File: config.mk
export PLATFORM = sky130hd
export DESIGN_NAME = fab_ctrl
export DESIGN_NICKNAME = d
export VERILOG_FILES = /design/src/fab_pkg.sv /design/src/fab_ctrl.sv
export SDC_FILE = /design/constraint.sdc
export NUM_CORES = 1
export LEC_CHECK = 0
export BUFFER_PORTS_ARGS = -buffer_cell sky130_fd_sc_hd__buf_2
export CAP_MARGIN = 40
export CORE_AREA = 2 2 54 51
export CTS_CLUSTER_DIAMETER = 80
export DETAILED_ROUTE_END_ITERATION = 7
export DIE_AREA = 0 0 56 53
export GPL_TIMING_DRIVEN = 1
export HOLD_SLACK_MARGIN = 0.06
export PLACE_DENSITY = 0.82
export SYNTH_ARGS = -nofsm -noshare
export SYNTH_HDL_FRONTEND = slang
export SYNTH_SLANG_ARGS = --single-unit
File: constraint.sdc
create_clock -name clk -period 2.6 [get_ports clk]
set_input_delay 0.13 -clock clk [delete_from_list [all_inputs] [get_ports clk]]
set_output_delay 0.13 -clock clk [all_outputs]
set_load 0.01 [all_outputs]
File: src/fab_pkg.sv
// Shared types, codes and defaults for the file block allocator.
// Used by the controller, the datapath and the top level.
package fab_pkg;

  // default sizing
  localparam int DEF_INODE_COUNT     = 128;
  localparam int DEF_DATA_BLOCKS     = 4096;
  localparam int DEF_BLOCKS_PER_FILE = 64;
  localparam int DEF_BLOCK_BYTES     = 8192;

  // free map is kept as words of this many block bits
  localparam int MAP_WORD = 16;
  localparam int MAP_BITW = 4;

  // command codes
  localparam logic [2:0] CMD_CREATE = 3'd0;
  localparam logic [2:0] CMD_DELETE = 3'd1;
  localparam logic [2:0] CMD_ATTR   = 3'd2;
  localparam logic [2:0] CMD_LOOKUP = 3'd3;
  localparam logic [2:0] CMD_QUERY  = 3'd4;

  // attribute codes
  localparam logic [1:0] ATTR_SET_HID = 2'd0;
  localparam logic [1:0] ATTR_CLR_HID = 2'd1;
  localparam logic [1:0] ATTR_SET_RO  = 2'd2;
  localparam logic [1:0] ATTR_CLR_RO  = 2'd3;

  // status codes
  localparam logic [2:0] ST_OK       = 3'd0;
  localparam logic [2:0] ST_NOSPACE  = 3'd1;
  localparam logic [2:0] ST_TOOLARGE = 3'd2;
  localparam logic [2:0] ST_NOINODE  = 3'd3;
  localparam logic [2:0] ST_NOTUSED  = 3'd4;
  localparam logic [2:0] ST_RDONLY   = 3'd5;
  localparam logic [2:0] ST_NOSLOT   = 3'd6;

  // where the fields of a result word come from
  localparam logic [2:0] SRC_ZERO    = 3'd0;
  localparam logic [2:0] SRC_SEL     = 3'd1;
  localparam logic [2:0] SRC_REC     = 3'd2;
  localparam logic [2:0] SRC_REC_BLK = 3'd3;
  localparam logic [2:0] SRC_NEW     = 3'd4;
  localparam logic [2:0] SRC_NEW_BLK = 3'd5;

  // controller to datapath
  typedef struct packed {
    logic       latch;
    logic       clr_step;
    logic       ino_inc;
    logic       ino_take;
    logic       map_rd;
    logic       map_blk;
    logic       map_load;
    logic       alloc;
    logic       wptr_inc;
    logic       list_rd;
    logic       list_new;
    logic       list_slot;
    logic       k_inc;
    logic       k_clr;
    logic       rec_rd;
    logic       rec_load;
    logic       attr_wr;
    logic       blk_load;
    logic       free_bit;
    logic       del_commit;
    logic       out_load;
    logic [2:0] out_src;
    logic [2:0] out_status;
    logic       out_last;
  } ctl_t;

  // datapath to controller
  typedef struct packed {
    logic clr_done;
    logic nospace;
    logic toolarge;
    logic need_zero;
    logic ino_free;
    logic ino_last;
    logic word_free;
    logic k_last_new;
    logic k_last_del;
    logic len_zero;
    logic sel_ok;
    logic rec_ro;
    logic slot_bad;
    logic out_free;
  } sts_t;

endpackage

File: src/fab_ctrl.sv
// Controller state machine: sequences clearing, create, delete, attribute,
// lookup and query over the datapath. Depends on fab_pkg.
module fab_ctrl (
  input  logic          clk,
  input  logic          rst_n,
  input  logic          in_valid,
  output logic          in_ready,
  input  logic [2:0]    in_cmd,
  input  fab_pkg::sts_t sts,
  output fab_pkg::ctl_t ctl
);
  import fab_pkg::*;

  localparam logic [3:0] S_CLR   = 4'd0;
  localparam logic [3:0] S_IDLE  = 4'd1;
  localparam logic [3:0] S_DEC   = 4'd2;
  localparam logic [3:0] S_ISCAN = 4'd3;
  localparam logic [3:0] S_MRD   = 4'd4;
  localparam logic [3:0] S_MLD   = 4'd5;
  localparam logic [3:0] S_ALLOC = 4'd6;
  localparam logic [3:0] S_ELRD  = 4'd7;
  localparam logic [3:0] S_RWAIT = 4'd8;
  localparam logic [3:0] S_RCHK  = 4'd9;
  localparam logic [3:0] S_DLRD  = 4'd10;
  localparam logic [3:0] S_DBLK  = 4'd11;
  localparam logic [3:0] S_DMRD  = 4'd12;
  localparam logic [3:0] S_DFREE = 4'd13;
  localparam logic [3:0] S_DFIN  = 4'd14;
  localparam logic [3:0] S_OUT   = 4'd15;

  logic [3:0] state_r, state_nxt;
  logic [2:0] cmd_r;
  logic [2:0] src_r, src_nxt;
  logic [2:0] stat_r, stat_nxt;
  logic       last_r, last_nxt;

  always_ff @(posedge clk) begin
    if (!rst_n) begin
      state_r <= S_CLR;
    end else begin
      state_r <= state_nxt;
    end
  end

  always_ff @(posedge clk) begin
    if (in_valid && in_ready) cmd_r <= in_cmd;
    src_r  <= src_nxt;
    stat_r <= stat_nxt;
    last_r <= last_nxt;
  end

  assign in_ready = (state_r == S_IDLE);

  always_comb begin
    state_nxt      = state_r;
    src_nxt        = src_r;
    stat_nxt       = stat_r;
    last_nxt       = last_r;
    ctl            = '0;
    ctl.out_src    = src_r;
    ctl.out_status = stat_r;
    ctl.out_last   = last_r;
    unique case (state_r)
      S_CLR: begin
        ctl.clr_step = 1'b1;
        if (sts.clr_done) state_nxt = S_IDLE;
      end
      S_IDLE: begin
        if (in_valid) begin
          ctl.latch = 1'b1;
          state_nxt = S_DEC;
        end
      end
      S_DEC: begin
        state_nxt = S_OUT;
        last_nxt  = 1'b1;
        src_nxt   = SRC_ZERO;
        stat_nxt  = ST_OK;
        unique case (cmd_r) inside
          CMD_CREATE: begin
            if (sts.nospace)       stat_nxt = ST_NOSPACE;
            else if (sts.toolarge) stat_nxt = ST_TOOLARGE;
            else                   state_nxt = S_ISCAN;
          end
          CMD_QUERY: ;
          CMD_DELETE, CMD_ATTR, CMD_LOOKUP: begin
            if (sts.sel_ok) begin
              ctl.rec_rd = 1'b1;
              state_nxt  = S_RWAIT;
            end else begin
              src_nxt  = SRC_SEL;
              stat_nxt = ST_NOTUSED;
            end
          end
          default: state_nxt = S_IDLE;
        endcase
      end
      // lowest free inode, one per cycle
      S_ISCAN: begin
        if (sts.ino_free) begin
          ctl.ino_take = 1'b1;
          if (sts.need_zero) begin
            src_nxt   = SRC_NEW;
            stat_nxt  = ST_OK;
            last_nxt  = 1'b1;
            state_nxt = S_OUT;
          end else begin
            state_nxt = S_MRD;
          end
        end else if (sts.ino_last) begin
          src_nxt   = SRC_ZERO;
          stat_nxt  = ST_NOINODE;
          last_nxt  = 1'b1;
          state_nxt = S_OUT;
        end else begin
          ctl.ino_inc = 1'b1;
        end
      end
      S_MRD: begin
        ctl.map_rd = 1'b1;
        state_nxt  = S_MLD;
      end
      S_MLD: begin
        ctl.map_load = 1'b1;
        state_nxt    = S_ALLOC;
      end
      // one block per cycle out of the current map word
      S_ALLOC: begin
        if (sts.word_free) begin
          ctl.alloc    = 1'b1;
          ctl.list_new = 1'b1;
          if (sts.k_last_new) begin
            ctl.k_clr = 1'b1;
            ctl.alloc = 1'b1;
            state_nxt = S_ELRD;
          end
        end else begin
          ctl.wptr_inc = 1'b1;
          state_nxt    = S_MRD;
        end
      end
      S_ELRD: begin
        ctl.list_rd  = 1'b1;
        ctl.list_new = 1'b1;
        src_nxt      = SRC_NEW_BLK;
        stat_nxt     = ST_OK;
        last_nxt     = sts.k_last_new;
        state_nxt    = S_OUT;
      end
      S_RWAIT: begin
        ctl.rec_load = 1'b1;
        state_nxt    = S_RCHK;
      end
      S_RCHK: begin
        src_nxt   = SRC_REC;
        stat_nxt  = ST_OK;
        last_nxt  = 1'b1;
        state_nxt = S_OUT;
        unique case (cmd_r)
          CMD_DELETE: begin
            if (sts.rec_ro)        stat_nxt  = ST_RDONLY;
            else if (sts.len_zero) state_nxt = S_DFIN;
            else                   state_nxt = S_DLRD;
          end
          CMD_ATTR: ctl.attr_wr = 1'b1;
          default: begin
            if (sts.slot_bad) begin
              stat_nxt = ST_NOSLOT;
            end else begin
              ctl.list_rd   = 1'b1;
              ctl.list_slot = 1'b1;
              src_nxt       = SRC_REC_BLK;
            end
          end
        endcase
      end
      // release walk: list entry, map word, write back
      S_DLRD: begin
        ctl.list_rd = 1'b1;
        state_nxt   = S_DBLK;
      end
      S_DBLK: begin
        ctl.blk_load = 1'b1;
        state_nxt    = S_DMRD;
      end
      S_DMRD: begin
        ctl.map_rd  = 1'b1;
        ctl.map_blk = 1'b1;
        state_nxt   = S_DFREE;
      end
      S_DFREE: begin
        ctl.free_bit = 1'b1;
        if (sts.k_last_del) begin
          state_nxt = S_DFIN;
        end else begin
          ctl.k_inc = 1'b1;
          state_nxt = S_DLRD;
        end
      end
      S_DFIN: begin
        ctl.del_commit = 1'b1;
        state_nxt      = S_OUT;
      end
      S_OUT: begin
        if (sts.out_free) begin
          ctl.out_load = 1'b1;
          if (last_r) begin
            state_nxt = S_IDLE;
          end else begin
            ctl.k_inc = 1'b1;
            state_nxt = S_ELRD;
          end
        end
      end
      default: state_nxt = S_IDLE;
    endcase
  end
endmodule

== After elaboration in Yosys (flattened, before gate mapping) ==
Index checks and enable logic that the tools add are counted.

* Eq/ne operators: 25
* Mux-type cells: 77
* Reductions and logical operators: 14

{| class="wikitable"
|+ Operators by type and width
! operator !! number
|-
| one-hot mux 4 bit (15 select lines) || 1
|-
| 2-to-1 mux 3 bit || 15
|-
| 2-to-1 mux 4 bit || 10
|-
| 2-to-1 mux 1 bit || 38
|-
| == test 4 bit (second input constant) || 8
|-
| one-hot mux 3 bit (4 select lines) || 2
|-
| == test 4 x 3 -> 1 bit (second input constant) || 4
|-
| one-hot mux 3 bit (2 select lines) || 2
|-
| one-hot mux 4 bit (3 select lines) || 1
|-
| OR reduction 2 bit || 5
|-
| inequality test 3 bit (second input constant) || 3
|-
| == test 4 x 2 -> 1 bit (second input constant) || 2
|-
| 2-to-1 mux 2 bit || 4
|-
| == test 3 x 2 -> 1 bit (second input constant) || 2
|-
| inequality test 2 bit (second input constant) || 3
|-
| one-hot mux 1 bit (2 select lines) || 3
|-
| AND reduction 3 bit || 2
|-
| AND reduction 5 bit || 1
|-
| == test 4 x 1 -> 1 bit (second input constant) || 1
|-
| logical NOT 4 bit || 1
|-
| nonzero test 4 bit || 1
|-
| == test 3 x 1 -> 1 bit (second input constant) || 1
|-
| == test 3 bit (second input constant) || 1
|-
| logical NOT 3 bit || 1
|-
| other kinds (4) || 4
|}

* Register bits: 14
* Bits of input ports: 20
* Word-level logic and storage cells: 121

== Logic depth before layout (Yosys ltp) ==
Gate-level depths: netlist of the first run.

* Word-level depth: 4
* Mapped depth: 7
* Mapped depth without buffers: 5

== Worst setup path after synthesis of the first run ==
Ideal clock, no wire load.

* Kind: register to register
* Start point: register state_r[0]
* End point: register src_r[0] (enable)
* Library setup time: 0.350 ns
* Arrival: 1.352 ns
* Data required time: 2.250 ns
* Path slack: 0.898 ns
* Stages on the path, launching flop included: 7
* Path buffers: 3
* Period minus slack after synthesis: 1.702 ns
* Cells stage by stage: dfxtp_1 > buf_6 > buf_2 > buf_2 > nand3_1 > o22a_1 > nor2_1

* Longest elaborated chain between the ends: 3

{| class="wikitable"
|+ RTL lines
! item !! line !! RTL
|-
| start, declared || fab_ctrl.sv:31 || <nowiki>logic [3:0] state_r, state_nxt;</nowiki>
|-
| start signal, assigned || fab_ctrl.sv:41 || <nowiki>state_r <= state_nxt;</nowiki>
|-
| == test 4 x 2 -> 1 bit, or another cell as far along || fab_ctrl.sv:63 || <nowiki>unique case (state_r)</nowiki>
|-
| inequality test 3 bit (no source line) or nonzero test 4 bit (tied branches) || n/a ||
|-
| AND reduction 3 bit (no source line) * || n/a ||
|-
| end signal, assigned || fab_ctrl.sv:47 || <nowiki>src_r <= src_nxt;</nowiki>
|-
| end, declared || fab_ctrl.sv:33 || <nowiki>logic [2:0] src_r, src_nxt;</nowiki>
|}

Every way passes the cells marked *; elsewhere a longest branch is shown, timed or not.
A chain may end at the register's enable or synchronous reset.

==> flow_summary_export.csv, run 1 <==
group,metric,value,unit
run_status,status,"finished clean",
finish,regArea,380.4,um^2
min_path,hold_path_class,"in -> reg",
synthesis,synth_top_cell_area_share,0.2503,
synthesis,netlist_area,1200,um^2
floorplan,die_y,53,um
critical_path,r2r-end,"stat_r[0]",
detailed_routing,wire_per_inst,14.31,um
clock_tree,cts.repair.resized,0,
synthesis,ys_seq_area_frac,0.3170,
critical_path,crit_end,"ctl[27]",
grt,grt_pass1_vias,1180,
critical_path,cp_max_fo,25,
placed_design,place_congestion,0.8643,
floorplan,initial_core_util,0.5037,
synthesis,postSynthAreaPerCell,8.275,um^2
synthesis,yosys_warnings,0,
floorplan,num_rows,17,
pwr,power_density,852.9,nW/um^2
detailed_routing,vias,1260,
detailed_routing,drc,0,
finish,syn_to_final_growth,23.67,%
critical_path,required,2470,ps
critical_path,reg2reg_from,"state_r[3]",
critical_path,reg2reg_depth,4,
finish,fillerInstances,221,
clock_tree,cts_tree,"yes",
critical_path,crit_arrival,2100,ps
sta,setup_viol,0,
run,maxCapViolations,0,
finish,diodes,0,
finish,multi_input_area,724.4,um^2
critical_path,crit_path_start,"state_r[0]",
sta,tightest_slew,875.8,ps
pwr,irDropWorstVdd,0.8281,mV
synthesis,synth_cells,145,
floorplan,ioPinCount,49,
finish,nNetsFinal,212,
grt,grt_max_degree,26,
clock_tree,clkTransAtPathRegs,90,ps
critical_path,cp_top_family,"flip-flops",
sta,fmax,449.0,MHz
critical_path,crit_cells,4,
floorplan,die_area,2968,um^2
grt,grt_pass1_wl,5057,um
synthesis,ys_seq_elements,14,
detailed_routing,drt_iter0_markers,52,
grt,grt_use_total,0.2178,
critical_path,crit_type,"reg -> out",
grt,grt_overflow_total,0,
synthesis,synthArstFlopShare,0,
synthesis,syn_nets,165,
clock_tree,cts_root_buffer,"clkbuf_4",
synthesis,synth-edff-count,10,
synthesis,synth_ff_type,"edfxtp_1",
placed_design,placed_cells,212,
critical_path,worst-path-buf-inv,1,
sta,finalCritPeriodShare,0.8566,
detailed_routing,drt_wl_total,3133,um
sta,tns,0,ps
sta,fin_worst_skew,6.062,ps
finish,mostFrequentLayoutCells,"48 x buf_2, 19 x nor2_1, 13 x nand2_1",
floorplan,die_w,56,um
placed_design,dp_hpwl,2420,um
detailed_routing,vias_per_cell,5.753,
finish,drive_gt1_frac,0.3403,
sta,finalHoldViolCount,0,
clock_tree,cts_buffers,3,
sta,rsz0062_at_grt,"no",
clock_tree,ctsLongestPathBuffers,2,
sta,min_period,2227,ps
clock_tree,htree_levels,1,
critical_path,endpoint_kind,"primary output",
synthesis,yosys-top-cells-area,"edfxtp_1 25%, dfxtp_1 6.7%, nor2_1 5.9%",
pwr,p_total,1.266,mW
sta,slew_viol_final,0,
critical_path,cp_cell_sequence,"nand2b_4 > nor3_1 > and2_1 > buf_2",
critical_path,start_kind,"flop",
sta,holdWs,110.4,ps
synthesis,yosysTopAreaCell,"edfxtp_1",
detailed_routing,first_pass_iters,4,
floorplan,coreArea,2382,um^2
critical_path,crit_slowest_cell,"dfxtp_1",
clock_tree,clkSinkCount,14,
pwr,leakagePower,0.6398,nW
placed_design,port_buffers,48,
grt,antenna_found_initial,0,
finish,final_cells,219,
detailed_routing,antenna_left,0,
critical_path,r2r_setup_slack,450,ps
synthesis,yosysUniqueCellTypes,43,
sta,slew_headroom,0.4154,
clock_tree,clk_latency,290,ps
finish,mostFrequentLayoutCell,"buf_2",
critical_path,slowest_delay,900,ps
==> per-layer routing <==
layer | track usage | routed length, um
met5 | 0 | 0
met4 | 0.09921 | 71
met3 | 0.02445 | 188
met2 | 0.4235 | 1657
met1 | 0.2399 | 1215
==> cells in the mapped netlist (3+ instances only) <==
| library cell | instances |
|---|---|
| edfxtp_1 | 10 |
| o22ai_1 | 3 |
| a211oi_1 | 3 |
| nor2_1 | 19 |
| buf_4 | 3 |
| nand3b_1 | 4 |
| and2_1 | 5 |
| nor2b_1 | 3 |
| nand2_1 | 13 |
| o21ai_0 | 8 |
| buf_2 | 4 |
| inv_1 | 6 |
| nor3_1 | 7 |
| nand2b_1 | 8 |
| a21oi_1 | 9 |
| dfxtp_1 | 4 |
==> worst min-delay path by stage <==
stage / start / end / slack, ps / cells past startpoint
6_report: rst_n / state_r[1] / 110 / 3
5_1_grt: rst_n / state_r[1] / 120 / 3
4_1_cts: rst_n / state_r[1] / 110 / 3
3_5_place_dp: in_cmd[1] / cmd_r[1] / 310 / 1
3_3_place_gp: in_cmd[0] / cmd_r[0] / 310 / 1
2_1_floorplan: in_cmd[0] / cmd_r[0] / 230 / 0
==> flip-flops by register name (all words and copies together) (netlist names) <==
name / count
state_r: 4
cmd_r: 3
src_r: 3
stat_r: 3
last_r: 1
==> power by group <==
group	switching (mW)	total [mW]	internal, mW
sequential	0.147	0.477	0.329
combinational	0.350	0.625	0.275
clock	0.0790	0.164	0.0853
==> worst reg2reg max path: cells and delay by family (launching register included) <==
kind / cells / cell delay [ps]
AOI/OAI and AO/OA: 2 / 330
and+or+nand+nor: 2 / 610
DFF: 1 / 870
==> per-stage QoR <==
step / setup slack (ps) / utilization / area, um^2
floorplan: 897.8 / - / 1200
global placement: 589.9 / 0.5951 / 1418
detailed placement: 470.3 / 0.5951 / 1418
CTS: 404.2 / 0.6229 / 1484
global route: 232.5 / 0.6229 / 1484
finish: 372.9 / 0.6229 / 1484
==> cell families (layout without fill, tap and decap cells) <==
family | after synthesis | after routing | share of synthesized area
and+or+nand+nor | 80 | 80 | 0.4140
AOI/OAI and AO/OA | 33 | 33 | 0.1804
buffers and inverters | 17 | 63 | 0.07925
DFF | 14 | 14 | 0.3170
muxes | 1 | 1 | 0.009384
==> area by class of cell <==
type | count | share of cell area
inverters | 6 | 0.01518
flip-flops and latches | 14 | 0.2563
multi-input cells | 114 | 0.4882
clock buffers | 4 | 0.02445
well taps | 28 | 0.02361
repair buffers | 53 | 0.1922
==> timing repair <==
item | in CTS | in global routing
setup buffers | 0 | 0
hold buffers | 3 | 0
endpoints found under the hold margin | 3 | 0
Note: power is estimated with default switching activity, not from simulation.
==> run 2, diff against run 1 <==
- ABC_AREA: unset -> 1
- CORE_AREA: 2 2 54 51 -> 2 2 62 58
- DIE_AREA: 0 0 56 53 -> 0 0 64 60
- PLACE_DENSITY: 0.82 -> 0.59
==> flow_summary_export.csv, run 2 <==
group,metric,value,unit
detailed_routing,vias_per_cell,4.519,
sta,setup_viol,0,
clock_tree,clkTransAtPathRegs,70,ps
synthesis,synth_common_cells,"41 x nand2_1, 34 x nor2_1, 29 x inv_1",
finish,nNetsFinal,241,
min_path,hp-start,"rst_n",
critical_path,cp_cell_sequence,"nand2_1 > nor2_1 > inv_1 > nor2_1 > nand2_1 > o31ai_1 > buf_2",
grt,use_met3,0.05650,
critical_path,crit_type,"reg -> out",
sta,fmax,555.2,MHz
floorplan,die_w,64,um
floorplan,die_y,60,um
clock_tree,cts_buffers,3,
floorplan,coreArea,3228,um^2
sta,slew_viol_final,0,
synthesis,yosys_warnings,0,
pwr,power_density,705.8,nW/um^2
finish,mostFrequentLayoutCells,"48 x buf_2, 41 x nand2_1, 34 x nor2_1",
grt,grt.met2_usage,0.2649,
critical_path,r2r_setup_slack,830,ps
detailed_routing,drc,0,
pwr,leakagePower,0.8168,nW
synthesis,yosysMostFrequentCell,"nand2_1",
finish,syn_to_final_growth,32.47,%
synthesis,yosysTopAreaCell,"edfxtp_1",
synthesis,netlist_area,1060,um^2
placed_design,place_congestion,0.8683,
finish,mostFrequentLayoutCell,"buf_2",
clock_tree,clkSinkCount,14,
floorplan,die_area,3840,um^2
detailed_routing,antenna_left,0,
finish,final_cell_area,1404,um^2
sta,rsz0062_at_grt,"no",
detailed_routing,first_pass_iters,4,
sta,tightest_slew,335.4,ps
grt,grt_use_met1,0.1928,
pwr,p_total,0.9909,mW
grt,antenna_found_initial,0,
min_path,holdPathStages,3,
synthesis,synthArstFlopShare,0,
critical_path,required,2470,ps
sta,finalCritPeriodShare,0.6928,
sta,fin_worst_skew,0.4824,ps
synthesis,ys_seq_elements,14,
clock_tree,clk_latency,280,ps
finish,drive_gt1_frac,0.2909,
clock_tree,cts.repair.resized,0,
critical_path,r2r-end,"stat_r[0]",
critical_path,cp_max_fo,6,
clock_tree,cts_tree,"yes",
run_status,status,"finished clean",
sta,min_period,1801,ps
synthesis,synth-edff-count,10,
critical_path,start_kind,"flop",
grt,grt_use_total,0.1550,
detailed_routing,drt_wl_total,2834,um
critical_path,crit_arrival,1670,ps
sta,tns,0,ps
clock_tree,ctsLongestPathBuffers,2,
detailed_routing,drt_iter0_markers,44,
synthesis,syn_nets,186,
floorplan,num_rows,20,
floorplan,ioPinCount,49,
grt,grt_overflow_total,0,
synthesis,synth_ff_type,"edfxtp_1",
finish,fin_util,0.4349,
grt,grt_max_degree,9,
synthesis,synth_top_cell_area_share,0.2834,
synthesis,postSynthAreaPerCell,6.384,um^2
grt,grt_pass1_wl,4567,um
synthesis,yosysUniqueCellTypes,23,
clock_tree,cts_root_buffer,"clkbuf_4",
pwr,irDropWorstVdd,0.4682,mV
grt,grt_pass1_vias,1060,
min_path,hold_path_class,"in -> reg",
finish,largest_reg_flops,4,
synthesis,yosys-top-cells-area,"edfxtp_1 28%, nand2_1 15%, nor2_1 12%",
placed_design,port_buffers,48,
finish,diodes,0,
clock_tree,htree_levels,1,
clock_tree,ctsHoldBuffers,3,
critical_path,endpoint_kind,"primary output",
critical_path,reg2reg_from,"state_r[1]",
detailed_routing,wire_per_inst,10.73,um
finish,largest_register,"state_r",
min_path,hold_path_end,"state_r[2]",
run,maxCapViolations,0,
critical_path,reg2reg_depth,9,
grt,grt.busiest_layer,"met2",
synthesis,ys_seq_area_frac,0.3589,
synthesis,synth_cells,166,
critical_path,slowest_delay,450,ps
detailed_routing,vias,1193,
clock_tree,post-cts-setup-buffers,0,
floorplan,initial_core_util,0.3283,
sta,slew_headroom,0.7756,
placed_design,dp_hpwl,2375,um
sta,finalHoldViolCount,0,
placed_design,post_dp_cell_area,1348,um^2
critical_path,crit_slowest_cell,"dfxtp_1",
==> run 2: cell count changes after synthesis, moves of 4 or more <==
cell	change
nand2_1	+28
inv_1	+23
nand3_1	+16
nor2_1	+15
nand2b_1	-8
a21oi_1	-5
and2_1	-5
nor3_1	-5
buf_2	-4
o21ai_0	-4
==> run 2: kinds of logic after synthesis <==
group / Yosys count / synth area share
AO/OA/AOI/OAI: 12 / 0.07203
AND/OR/NAND/NOR: 107 / 0.4486
flip-flops: 14 / 0.3589
buffers and inverters: 33 / 0.1204
==> run 2: area by class of cell <==
cell class	count	area, um^2
clock buffers	4	26.28
fillers	343	1824
multi-input cells	119	551.8
inverters	32	120.1
repair buffers	51	270.3
flip-flops and latches	14	380.4
well taps	44	55.05
==> run 2: through the flow <==
stage / setup slack (ps) / hold slack (ps) / std cells
after global routing: 621.8 / 142.7 / 264
after CTS: 817.2 / 125.6 / 264
after detailed placement: 868.2 / 308.4 / 257
after global placement: 903.6 / 308.0 / 257
final: 798.8 / 128.1 / 264
after floorplan: 1052 / 228.9 / 166
==> run 2: critical path, delay by kind of cell, from the launching register on <==
kind / cells / cell delay, ps
AO/OA/AOI/OAI: 1 / 60
flip-flops: 1 / 450
buffers and inverters: 2 / 260
AND/OR/NAND/NOR: 4 / 630
==> run 2: per-layer routing <==
metal	vias up	wire (um)
met3	4	217
met5	-	0
met1	518	1246
met2	37	1340
li1	634	-
met4	0	29
==> run 2: power by group <==
group	internal (mW)	total (mW)	leakage, nW	switching [mW]
Clock	0.0596	0.124	0.0150	0.0648
Combinational	0.172	0.510	0.678	0.338
Sequential	0.315	0.356	0.124	0.0411
==> run 2: how the worst max path moves through the flow <==
stage | cells after the start | startpoint | end | slack, ps
after detailed placement | 9 | state_r[1] | stat_r[1] | 870
after floorplan | 9 | state_r[1] | src_r[0] | 1050
after global routing | 7 | state_r[3] | ctl[15] | 620
after global placement | 9 | state_r[1] | stat_r[1] | 900
final | 7 | state_r[0] | ctl[15] | 800
after CTS | 7 | state_r[0] | ctl[15] | 820
==> run 3, diff against run 2 <==
- ABC_AREA: 1 -> 0
- CORE_AREA: 2 2 62 58 -> 2 2 66 62
- DIE_AREA: 0 0 64 60 -> 0 0 68 64
- clock period: 2.6 -> 1.5 ns (I/O delays scaled with it)
==> flow_summary_export.csv, run 3 (synthesized netlist as in run 1, its figures left out) <==
group,metric,value,unit
grt,grt_pass1_wl,6265,um
critical_path,r2r-end,"stat_r[1]",
run_status,violations,"negative setup slack",
critical_path,reg2reg_from,"state_r[1]",
detailed_routing,drt_wl_total,4211,um
finish,final_cells,288,
pwr,leakagePower,0.9768,nW
sta,layout_setup_ws,-89.87,ps
run,maxCapViolations,0,
critical_path,crit_type,"reg -> reg",
sta,fmax,629.0,MHz
finish,mostFrequentLayoutCell,"buf_2",
grt,grt_use_total,0.1890,
grt,grt_overflow_total,0,
pwr,power_frac_seq,0.210,
finish,mostFrequentLayoutCells,"44 x buf_2, 37 x buf_4, 16 x buf_6",
clock_tree,cts_root_buffer,"clkbuf_8",
critical_path,endpoint_kind,"flop",
pwr,p_comb_frac,0.692,
floorplan,die_area,4352,um^2
critical_path,required,1450,ps
finish,diodes,0,
floorplan,ioPinCount,49,
critical_path,cp_max_fo,6,
floorplan,die_w,68,um
floorplan,die_y,64,um
grt,antenna_found_initial,0,
finish,fillerInstances,305,
finish,largest_register,"state_r",
finish,fin_util,0.6042,
min_path,holdPathStages,3,
sta,finalCritPeriodShare,1.060,
clock_tree,clkSinkCount,14,
grt,grt_max_degree,12,
pwr,clockPowerShare,0.099,
grt,grt_pass1_vias,1433,
detailed_routing,first_pass_iters,4,
min_path,hp-start,"rst_n",
finish,final_cell_area,2191,um^2
detailed_routing,antenna_left,0,
placed_design,post_dp_cell_area,1755,um^2
clock_tree,clk_latency,260,ps
placed_design,port_buffers,48,
placed_design,dp_hpwl,2915,um
floorplan,coreArea,3626,um^2
sta,finalHoldViolCount,0,
finish,nNetsFinal,263,
placed_design,place_congestion,0.8728,
finish,largest_reg_flops,4,
placed_design,placed_cells,266,
finish,syn_to_final_growth,82.59,%
sta,slew_viol_final,0,
detailed_routing,drc,0,
sta,slew_headroom,0.7450,
sta,fin_worst_skew,3.482,ps
pwr,p_sw,1.379,mW
sta,rsz0062_at_grt,"yes",
clock_tree,clkTransAtPathRegs,60,ps
sta,tns,-966.3,ps
finish,drive_gt1_frac,0.6074,
critical_path,crit_path_start,"state_r[1]",
pwr,swShare,0.4007,
clock_tree,htree_levels,1,
min_path,hold_path_end,"state_r[1]",
pwr,internal_power,2.063,mW
floorplan,num_rows,21,
floorplan,initial_core_util,0.3309,
clock_tree,ctsLongestPathBuffers,2,
detailed_routing,wire_per_inst,14.62,um
critical_path,start_kind,"flop",
clock_tree,cts_buffers,3,
detailed_routing,vias,1451,
detailed_routing,vias_per_cell,5.038,
pwr,p_total,3.442,mW
critical_path,r2r_setup_slack,-90,ps
sta,min_period,1590,ps
detailed_routing,drt_iter0_markers,87,
sta,tightest_slew,379.3,ps
critical_path,crit_arrival,1540,ps
pwr,power_density,1571,nW/um^2
sta,setup_viol,20,
run_status,status,"finished with violations",
min_path,hold_path_class,"in -> reg",
critical_path,reg2reg_depth,6,
pwr,irDropWorstVdd,0.9055,mV
clock_tree,cts_tree,"yes",
-- run 3: cell count changes in the layout (fill, tap and decap cells not counted), moves of 5 or more --
cell	before	now
buf_4	0	37
buf_6	0	16
inv_1	29	6
nand2_1	41	12
nand2b_4	0	5
nand3_1	18	1
nor2_1	34	13
-- run 3: final cells by class --
class                   count  area, um^2  area share
repair buffers            104       778.2      0.3552
inverters                   6       22.52     0.01028
clock buffers               3       41.29     0.01885
well taps                  46       57.56     0.02627
flip-flops and latches     14       395.4      0.1805
clock inverters             1       3.754    0.001713
multi-input cells         114       892.1      0.4072
-- run 3: how the worst max path moves through the flow --
stage	to	slack [ps]
finish	stat_r[1]	-90
global route	ctl[18]	-170
CTS	ctl[18]	-90
detailed placement	stat_r[1]	-120
global placement	stat_r[1]	-120
floorplan	src_r[0]	2
-- run 3: power groups by stage --
| stage | clock network, mW | registers, mW | logic [mW] |
|---|---|---|---|
| detailed placement | 0 | 0.706 | 1.76 |
| floorplan | 0 | 0.668 | 1.04 |
| CTS | 0.344 | 0.716 | 2.10 |
| global placement | 0 | 0.697 | 1.75 |
| finish | 0.340 | 0.722 | 2.38 |
| global route | 0.353 | 0.738 | 2.56 |
-- run 3: routing by layer --
metal,track usage,share of wire,up-vias
met2,0.3131,0.50,48
met5,0,0,-
met4,0.09000,0.017,0
met1,0.2318,0.43,677
met3,0.03345,0.063,9
li1,-,-,717
-- run 3: repair_timing --
item | CTS | global route
hold endpoints to repair | 3 | 0
pin swaps | 12 | 7
hold buffers | 3 | 0
cloned | 0 | 0
endpoints found under the setup margin | 31 | 32
gates resized for setup | 31 | 32
buffers inserted | 11 | 6
-- run 3: worst max-delay path, stage by stage (launching register included) --
cell and delay (ps):
dfxtp_4 390, buf_4 120, buf_6 110, buf_6 100
nand3_1 70, o22a_1 270, nor2_4 220
-- run 3: per-stage QoR --
step / hold WS [ps] / worst slack (ps)
after floorplan: 173.9 / 2.079
after global placement: 253.3 / -120.6
after detailed placement: 253.4 / -123.8
after CTS: 82.65 / -86.65
after global routing: 108.9 / -174.5
final: 99.58 / -89.87
